<file path="config.mk">
export PLATFORM = sky130hd
export DESIGN_NAME = motor_speed_pi_controller
export DESIGN_NICKNAME = d
export VERILOG_FILES = /design/src/mspi_pkg.sv /design/src/motor_speed_pi_controller.sv
export SDC_FILE = /design/constraint.sdc
export NUM_CORES = 1
export LEC_CHECK = 0
export BUFFER_PORTS_ARGS = -buffer_cell sky130_fd_sc_hd__buf_2
export CAP_MARGIN = 20
export CELL_PAD_IN_SITES_DETAIL_PLACEMENT = 0
export CELL_PAD_IN_SITES_GLOBAL_PLACEMENT = 1
export CORE_UTILIZATION = 50
export CTS_BUF_LIST = sky130_fd_sc_hd__clkbuf_16
export DETAILED_ROUTE_END_ITERATION = 12
export GPL_ROUTABILITY_DRIVEN = 0
export PLACE_DENSITY = 0.83
export SLEW_MARGIN = 5
export SYNTH_ARGS = -nofsm -noshare
export SYNTH_HDL_FRONTEND = slang
export SYNTH_SLANG_ARGS = --single-unit
</file>
<file path="constraint.sdc">
create_clock -name clk_i -period 8.9 [get_ports clk_i]
set_clock_uncertainty 0.15 [all_clocks]
set_input_delay 1.78 -clock clk_i [delete_from_list [all_inputs] [get_ports clk_i]]
set_output_delay 1.78 -clock clk_i [all_outputs]
set_load 0.01 [all_outputs]
</file>
<file path="src/mspi_pkg.sv">
`timescale 1ns / 1ps

package mspi_pkg;

  localparam int GAIN_FRAC_BITS = 8;
  localparam int PERIOD_WIDTH   = 16;

  localparam int SET_W      = 8;
  localparam int GAIN_W     = 10;
  localparam int CPS_W      = 18;
  localparam int DUTY_W     = 8;
  localparam int SPEED_W    = 8;
  localparam int ERR_W      = 8;
  localparam int CFG_IDX_W  = 3;
  localparam int CFG_DATA_W = 18;

  localparam int PROD_W    = GAIN_W + 1 + ERR_W;
  localparam int ACC_BASE  = (DUTY_W + GAIN_FRAC_BITS > PROD_W) ?
                             DUTY_W + GAIN_FRAC_BITS : PROD_W;
  localparam int ACC_W     = ACC_BASE + 2;
  localparam int CMP_W     = (CPS_W > PERIOD_WIDTH + SPEED_W) ?
                             CPS_W : PERIOD_WIDTH + SPEED_W;
  localparam int DIV_CNT_W = $clog2(SPEED_W);
  localparam int PC_W      = 4;

  localparam logic [SET_W-1:0]  SETPOINT_RST = SET_W'(40);
  localparam logic [GAIN_W-1:0] KP_RST       = GAIN_W'(102);
  localparam logic [GAIN_W-1:0] KPKI_RST     = GAIN_W'(179);
  localparam logic [CPS_W-1:0]  CPS_RST      = CPS_W'(250000);
  localparam logic [DUTY_W-1:0] DUTY_MAX_RST = DUTY_W'(100);
  localparam logic [DUTY_W-1:0] DUTY_RST     = DUTY_W'(50);

  typedef enum logic [CFG_IDX_W-1:0] {
    CFG_SETPOINT = 3'd0,
    CFG_KP       = 3'd1,
    CFG_KPKI     = 3'd2,
    CFG_CPS      = 3'd3,
    CFG_DUTY_MAX = 3'd4
  } cfg_idx_e;

  typedef logic [PC_W-1:0] pc_t;

  localparam pc_t PC_FETCH    = 4'd0;
  localparam pc_t PC_DIV_INIT = 4'd1;
  localparam pc_t PC_DIV_STEP = 4'd2;
  localparam pc_t PC_ERR      = 4'd3;
  localparam pc_t PC_MUL      = 4'd4;
  localparam pc_t PC_ADD      = 4'd5;
  localparam pc_t PC_SUB      = 4'd6;
  localparam pc_t PC_WAIT     = 4'd7;
  localparam pc_t PC_COMMIT   = 4'd8;

  typedef enum logic [2:0] {
    J_NEXT,
    J_WAIT_IN,
    J_SKIP_DIV,
    J_DIV_LOOP,
    J_WAIT_OUT,
    J_ALWAYS
  } jump_e;

  typedef enum logic [1:0] {
    ACC_HOLD,
    ACC_LOAD,
    ACC_ADD,
    ACC_SUB
  } acc_op_e;

  typedef enum logic {
    MUL_KPKI_ERR,
    MUL_KP_PREV
  } mul_sel_e;

  typedef struct packed {
    jump_e    jump;
    pc_t      target;
    logic     ld_in;
    logic     div_init;
    logic     div_step;
    logic     calc_err;
    logic     mul_en;
    mul_sel_e mul_sel;
    acc_op_e  acc_op;
    logic     commit;
  } ctrl_t;

  // microcode rom
  function automatic ctrl_t ucode(pc_t pc);
    ctrl_t w;
    w = '0;
    unique case (pc)
      PC_FETCH: begin
        w.jump   = J_WAIT_IN;
        w.target = PC_FETCH;
        w.ld_in  = 1'b1;
      end
      PC_DIV_INIT: begin
        w.jump     = J_SKIP_DIV;
        w.target   = PC_ERR;
        w.div_init = 1'b1;
      end
      PC_DIV_STEP: begin
        w.jump     = J_DIV_LOOP;
        w.target   = PC_DIV_STEP;
        w.div_step = 1'b1;
      end
      PC_ERR: begin
        w.calc_err = 1'b1;
        w.acc_op   = ACC_LOAD;
      end
      PC_MUL: begin
        w.mul_en  = 1'b1;
        w.mul_sel = MUL_KPKI_ERR;
      end
      PC_ADD: begin
        w.mul_en  = 1'b1;
        w.mul_sel = MUL_KP_PREV;
        w.acc_op  = ACC_ADD;
      end
      PC_SUB: begin
        w.acc_op = ACC_SUB;
      end
      PC_WAIT: begin
        w.jump   = J_WAIT_OUT;
        w.target = PC_WAIT;
      end
      PC_COMMIT: begin
        w.jump   = J_ALWAYS;
        w.target = PC_FETCH;
        w.commit = 1'b1;
      end
      default: begin
        w.jump   = J_ALWAYS;
        w.target = PC_FETCH;
      end
    endcase
    return w;
  endfunction

endpackage

</file>
<file path="src/motor_speed_pi_controller.sv">
`timescale 1ns / 1ps

// channel | direction | handshake                | payload
// --------+-----------+--------------------------+--------------------------------------------
// cfg     | in        | cfg_valid_i / cfg_ready_o | cfg_index_i, cfg_data_i
// in      | in        | in_valid_i / in_ready_o   | period_count_i
// out     | out       | out_valid_o / out_ready_i | duty_cycle_o, measured_speed_o, speed_error_o
//
// after the input transaction the program runs the divider init step, the shift-subtract
// divider loop and the error, multiply, add, subtract, wait and commit steps, and the
// result is registered at commit; a zero period or a saturated speed skips the loop
// the next input is taken while the previous result waits in the output register
// a stalled output holds the program at its wait step before the commit
// reset restores the configuration defaults, duty 50 and previous error 0

module motor_speed_pi_controller import mspi_pkg::*; (
  input  logic                    clk_i,
  input  logic                    rst_ni,
  input  logic                    cfg_valid_i,
  output logic                    cfg_ready_o,
  input  logic [CFG_IDX_W-1:0]    cfg_index_i,
  input  logic [CFG_DATA_W-1:0]   cfg_data_i,
  input  logic                    in_valid_i,
  output logic                    in_ready_o,
  input  logic [PERIOD_WIDTH-1:0] period_count_i,
  output logic                    out_valid_o,
  input  logic                    out_ready_i,
  output logic [DUTY_W-1:0]       duty_cycle_o,
  output logic [SPEED_W-1:0]      measured_speed_o,
  output logic signed [ERR_W-1:0] speed_error_o
);

  logic [SET_W-1:0]  setpoint_q;
  logic [GAIN_W-1:0] kp_q;
  logic [GAIN_W-1:0] kpki_q;
  logic [CPS_W-1:0]  cps_q;
  logic [DUTY_W-1:0] duty_max_q;

  pc_t   pc_q, pc_d;
  ctrl_t ctrl;

  logic                    skip_q, skip_d;
  logic [PERIOD_WIDTH-1:0] period_q;
  logic [PERIOD_WIDTH-1:0] rem_q;
  logic [SPEED_W-1:0]      dvd_q;
  logic [DIV_CNT_W-1:0]    cnt_q;
  logic [SPEED_W-1:0]      speed_q;

  logic signed [ERR_W-1:0]  err_q, err_d;
  logic signed [ERR_W-1:0]  prev_q;
  logic signed [PROD_W-1:0] prod_q, prod_d;
  logic signed [ACC_W-1:0]  acc_q, acc_d;
  logic [DUTY_W-1:0]        duty_q, duty_d;

  logic                     out_valid_q;
  logic [DUTY_W-1:0]        out_duty_q;
  logic [SPEED_W-1:0]       out_speed_q;
  logic signed [ERR_W-1:0]  out_err_q;

  logic                    in_fire;
  logic                    ovf;
  logic [PERIOD_WIDTH:0]   rem_sh;
  logic                    rem_ge;
  logic signed [SET_W:0]   diff;
  logic [GAIN_W-1:0]       mul_gain;
  logic signed [ERR_W-1:0] mul_err;
  logic signed [ACC_W-1:0] prod_ext;
  logic [ACC_W-GAIN_FRAC_BITS-1:0] whole;

  assign cfg_ready_o = 1'b1;
  assign in_ready_o  = (pc_q == PC_FETCH);
  assign in_fire     = in_valid_i && in_ready_o;
  assign ctrl        = ucode(pc_q);

  // configuration registers
  always_ff @(posedge clk_i or negedge rst_ni) begin
    if (!rst_ni) begin
      setpoint_q <= SETPOINT_RST;
      kp_q       <= KP_RST;
      kpki_q     <= KPKI_RST;
      cps_q      <= CPS_RST;
      duty_max_q <= DUTY_MAX_RST;
    end else if (cfg_valid_i) begin
      unique case (cfg_index_i)
        CFG_SETPOINT: setpoint_q <= cfg_data_i[SET_W-1:0];
        CFG_KP:       kp_q       <= cfg_data_i[GAIN_W-1:0];
        CFG_KPKI:     kpki_q     <= cfg_data_i[GAIN_W-1:0];
        CFG_CPS:      cps_q      <= cfg_data_i[CPS_W-1:0];
        CFG_DUTY_MAX: duty_max_q <= cfg_data_i[DUTY_W-1:0];
        default: ;
      endcase
    end
  end

  // sequencer
  always_comb begin
    unique case (ctrl.jump)
      J_NEXT:     pc_d = pc_q + 1'b1;
      J_WAIT_IN:  pc_d = in_valid_i ? pc_q + 1'b1 : ctrl.target;
      J_SKIP_DIV: pc_d = skip_q ? ctrl.target : pc_q + 1'b1;
      J_DIV_LOOP: pc_d = (cnt_q != DIV_CNT_W'(SPEED_W - 1)) ? ctrl.target : pc_q + 1'b1;
      J_WAIT_OUT: pc_d = (out_valid_q && !out_ready_i) ? ctrl.target : pc_q + 1'b1;
      J_ALWAYS:   pc_d = ctrl.target;
      default:    pc_d = PC_FETCH;
    endcase
  end

  always_ff @(posedge clk_i or negedge rst_ni) begin
    if (!rst_ni) begin
      pc_q <= PC_FETCH;
    end else begin
      pc_q <= pc_d;
    end
  end

  // speed saturation check and divider step
  assign ovf    = CMP_W'(cps_q) >= (CMP_W'(period_count_i) << SPEED_W);
  assign skip_d = (period_count_i == '0) || ovf;
  assign rem_sh = {rem_q, dvd_q[SPEED_W-1]};
  assign rem_ge = rem_sh >= {1'b0, period_q};

  always_ff @(posedge clk_i) begin
    if (ctrl.ld_in && in_fire) begin
      period_q <= period_count_i;
      skip_q   <= skip_d;
      speed_q  <= (period_count_i == '0) ? '0 : '1;
    end
    if (ctrl.div_init) begin
      rem_q <= PERIOD_WIDTH'(cps_q >> SPEED_W);
      dvd_q <= cps_q[SPEED_W-1:0];
      cnt_q <= '0;
    end
    if (ctrl.div_step) begin
      rem_q   <= rem_ge ? PERIOD_WIDTH'(rem_sh - {1'b0, period_q}) : rem_sh[PERIOD_WIDTH-1:0];
      dvd_q   <= {dvd_q[SPEED_W-2:0], 1'b0};
      cnt_q   <= cnt_q + 1'b1;
      speed_q <= {speed_q[SPEED_W-2:0], rem_ge};
    end
  end

  // error, multiply and accumulate
  assign diff = $signed({1'b0, setpoint_q}) - $signed({1'b0, speed_q});

  always_comb begin
    if (diff > $signed((SET_W+1)'(127))) begin
      err_d = ERR_W'(127);
    end else if (diff < -$signed((SET_W+1)'(128))) begin
      err_d = -ERR_W'(128);
    end else begin
      err_d = diff[ERR_W-1:0];
    end
  end

  assign mul_gain = (ctrl.mul_sel == MUL_KP_PREV) ? kp_q : kpki_q;
  assign mul_err  = (ctrl.mul_sel == MUL_KP_PREV) ? prev_q : err_q;
  assign prod_d   = PROD_W'($signed({1'b0, mul_gain})) * PROD_W'(mul_err);
  assign prod_ext = ACC_W'(prod_q);

  always_comb begin
    case (ctrl.acc_op)
      ACC_LOAD: acc_d = $signed(ACC_W'(duty_q) << GAIN_FRAC_BITS);
      ACC_ADD:  acc_d = acc_q + prod_ext;
      ACC_SUB:  acc_d = acc_q - prod_ext;
      default:  acc_d = acc_q;
    endcase
  end

  always_ff @(posedge clk_i) begin
    if (ctrl.calc_err) begin
      err_q <= err_d;
    end
    if (ctrl.mul_en) begin
      prod_q <= prod_d;
    end
    acc_q <= acc_d;
  end

  // clamp of the new duty
  assign whole = acc_q[ACC_W-1:GAIN_FRAC_BITS];

  always_comb begin
    if (acc_q[ACC_W-1] || acc_q == '0) begin
      duty_d = '0;
    end else if (whole > (ACC_W-GAIN_FRAC_BITS)'(duty_max_q)) begin
      duty_d = duty_max_q;
    end else begin
      duty_d = whole[DUTY_W-1:0];
    end
  end

  always_ff @(posedge clk_i or negedge rst_ni) begin
    if (!rst_ni) begin
      duty_q <= DUTY_RST;
      prev_q <= '0;
    end else if (ctrl.commit) begin
      duty_q <= duty_d;
      prev_q <= err_q;
    end
  end

  // output register
  always_ff @(posedge clk_i or negedge rst_ni) begin
    if (!rst_ni) begin
      out_valid_q <= 1'b0;
    end else if (ctrl.commit) begin
      out_valid_q <= 1'b1;
    end else if (out_ready_i) begin
      out_valid_q <= 1'b0;
    end
  end

  always_ff @(posedge clk_i) begin
    if (ctrl.commit) begin
      out_duty_q  <= duty_d;
      out_speed_q <= speed_q;
      out_err_q   <= err_q;
    end
  end

  assign out_valid_o      = out_valid_q;
  assign duty_cycle_o     = out_duty_q;
  assign measured_speed_o = out_speed_q;
  assign speed_error_o    = out_err_q;

endmodule
</file>
==> results_dict.tcl <==
set metrics [dict create \
    status "finished clean" \
    totalWireLength_um 31350 \
    maxSlewViolCount 0 \
    portBuffers 67 \
    p_leak_nw 6.885 \
    tightest_slew_ps 1037 \
    die_w_um 168.3 \
    finalCriticalPeriod_ps 7029 \
    synth-edff-count 123 \
    layout_commonest_cell "inv_1" \
    power.density_nw_per_um2 438.1 \
    startpoint_type "flip-flop" \
    htreeDepth 4 \
    synth_top_area_cell "edfxtp_1" \
    crit_start "pc_q[2]" \
    coreArea_um2 27030 \
    die-height_um 168.3 \
    synth_cell_types 71 \
    clkTransAtPathRegs_ps 90 \
    rows 60 \
    setup_viol 0 \
    timing.rr.end "prod_q[18]" \
    clk_path_buf_depth 2 \
    required_ps 8950 \
    endpoint_kind "flip-flop" \
    overflow 0 \
    crit_arrival_ps 7080 \
    syn-cell-area_um2 13830 \
    numCtsBuffers 17 \
    yosysSeqAreaShare_pct 40.64 \
    synthArstFlopShare_pct 37.69 \
    ctsResizeCount 0 \
    avgSynthCellArea_um2 10.43 \
    ys_warn_count 0 \
    hold_path_depth 2 \
    vias 9841 \
    min_to "dvd_q[0]" \
    antenna_found_initial 0 \
    ys_ff_latch 199 \
    maxCapViolations 0 \
    final_hold_viol_count 0 \
    dp.cells 1708 \
    synth_top_area_share_pct 26.71 \
    reg2reg_depth 21 \
    grt_first_pass_wirelength_um 51690 \
    worstHoldStart "dvd_q[0]" \
    clock-sinks 199 \
    final_cells 1743 \
    tns_ps 0 \
    initial_utilization_pct 51.17 \
    criticalPathCategory "reg -> reg" \
    hold_class "reg -> reg" \
    fp.dieArea_um2 28330 \
    grt_usage_pct 23.24 \
    insertion_delay_ps 460 \
    slew_headroom_pct 30.59 \
    num_io_pins 69 \
    synthToLayoutAreaGrowth_pct 9.961 \
    final_cell_mix "inv_1 (144), edfxtp_1 (123), nor2_1 (120), ha_1 (116), nand2_1 (101)" \
    first_pass_iters 5 \
    cts_tree "done" \
    viasPerCell 5.646 \
    grt_max_degree 76 \
    cts_root_buf "clkbuf_16" \
    drtIter0Drc 628 \
    min_period_over_period_pct 78.97 \
    drive_above_1_share_pct 15.77 \
    syn_inst 1326 \
    reg2reg_slack_ps 1870 \
    cp_max_fo 16 \
    ant_nets 0 \
    rsz0062_at_grt "no" \
    cts_setup_buffers 0 \
    whs_ps 321.2 \
    nNetsFinal 1598 \
    synth.area.top_cells "edfxtp_1 (27%), ha_1 (10%), dfrtp_1 (9.2%)" \
    synthFlopType "edfxtp_1" \
    hpwl_um 23610 \
    cts_hold_buffers 0 \
    drc 0 \
    max_freq_mhz 142.3 \
    grt_pass1_vias 9850 \
    synth_nets 1536 \
    max-vdd-ir-drop_uv 472.3 \
    fill_cells 2351 \
    wl_per_cell_um 17.98 \
    r2r_start "pc_q[2]" \
]
-- sequential cells by signal, summed over array words and instances (netlist names), 10 cells and up --
signal,count
acc_q,21
prod_q,19
cps_q,18
period_q,16
rem_q,16
kp_q,10
kpki_q,10
-- worst max-delay path: stages, from the launching register on --
cell      delay [ps]
dfrtp_1          490
nor2b_1          510
nand2_1          490
buf_4            370
mux2i_1          620
nor2_1           160
fa_1             540
inv_1             60
fa_1             530
inv_1             50
fa_1             530
inv_1             60
fa_1             520
inv_1             40
ha_1             380
a21o_1           200
a211oi_1         190
nor2_1            80
o41a_1           130
a211o_1          290
o31a_1           260
xnor2_1          130
-- metrics by stage --
stage          power [mW]  setup slack [ps]  utilization [%]  cell area (um2)
6_report            6.662              1872            56.27            15210
5_1_grt             7.325              1436            56.26            15200
4_1_cts             6.683              1948            56.14            15170
3_5_place_dp        5.776              1951            53.67            14510
3_3_place_gp        5.710              2071            53.67            14510
2_1_floorplan       4.893              2661                -            13830
-- layer usage --
layer	vias to the layer above	wire, um	global-route usage [%]
met3	43	1155	3.009
met1	4793	14940	32.20
met4	0	640	7.273
met2	194	14610	37.96
li1	4811	-	-
met5	-	0	0
-- final cells by class --
type	count	area (um2)	area share, %
Sequential cell	199	5620	36.96
Antenna cell	1	2.502	0.01646
Clock buffer	17	425.4	2.797
Inverter	144	540.5	3.554
Multi-Input combinational cell	948	7512	49.40
Clock inverter	15	241.5	1.588
Tap cell	341	426.7	2.806
Timing Repair Buffer	78	437.9	2.880
-- synthesized netlist by cell type (3+ instances only) --
cell type and instances:
inv_1 144, edfxtp_1 123, nor2_1 120, ha_1 116, nand2_1 101, a21oi_1 66, mux2_2 65, o21ai_0 60
fa_1 52, dfrtp_1 51, mux2i_1 37, xnor2_1 30, clkbuf_1 29, a21o_1 25, dfstp_2 24, xor2_1 23
o31ai_1 20, o21a_1 18, nor3_1 17, nand2b_1 15, nand3_1 15, nor2b_1 14, a21boi_0 12, or2_2 12
nor4_1 11, and3_1 10, nand4_1 9, a22o_1 8, and2_1 8, a31oi_1 7, nor3b_1 6, a211oi_1 5
a31o_2 5, nor4b_1 5, o21bai_1 5, o31a_1 5, or3_1 5, a211o_1 4, a41oi_1 3
-- worst max-delay path by stage --
stage                            end  slack [ps]  cells after the start
final                     prod_q[18]        1870                     21
after global placement    prod_q[18]        2070                     19
after floorplan           prod_q[18]        2660                     21
after CTS                 prod_q[18]        1950                     19
after detailed placement  prod_q[18]        1950                     19
after global routing      prod_q[18]        1440                     21
-- logic make-up (layout without fill, tap and decap cells) --
group,Yosys count,after routing,share of synthesized area (%)
and+or+nand+nor,357,357,12.20
other,1,2,0.02712
AOI/OAI and AO/OA,267,267,12.75
DFF,199,199,40.64
muxes,102,102,7.971
buffers and inverters,179,254,5.039
xor gates and xnor gates,53,53,3.357
adders and majority gates,168,168,18.02
-- where the power goes --
group	internal [mW]	switching [mW]	total, mW
registers	1.48	0.185	1.66
logic	1.77	2.36	4.13
clock network	0.412	0.461	0.873
(Power assumes the default switching activity.)
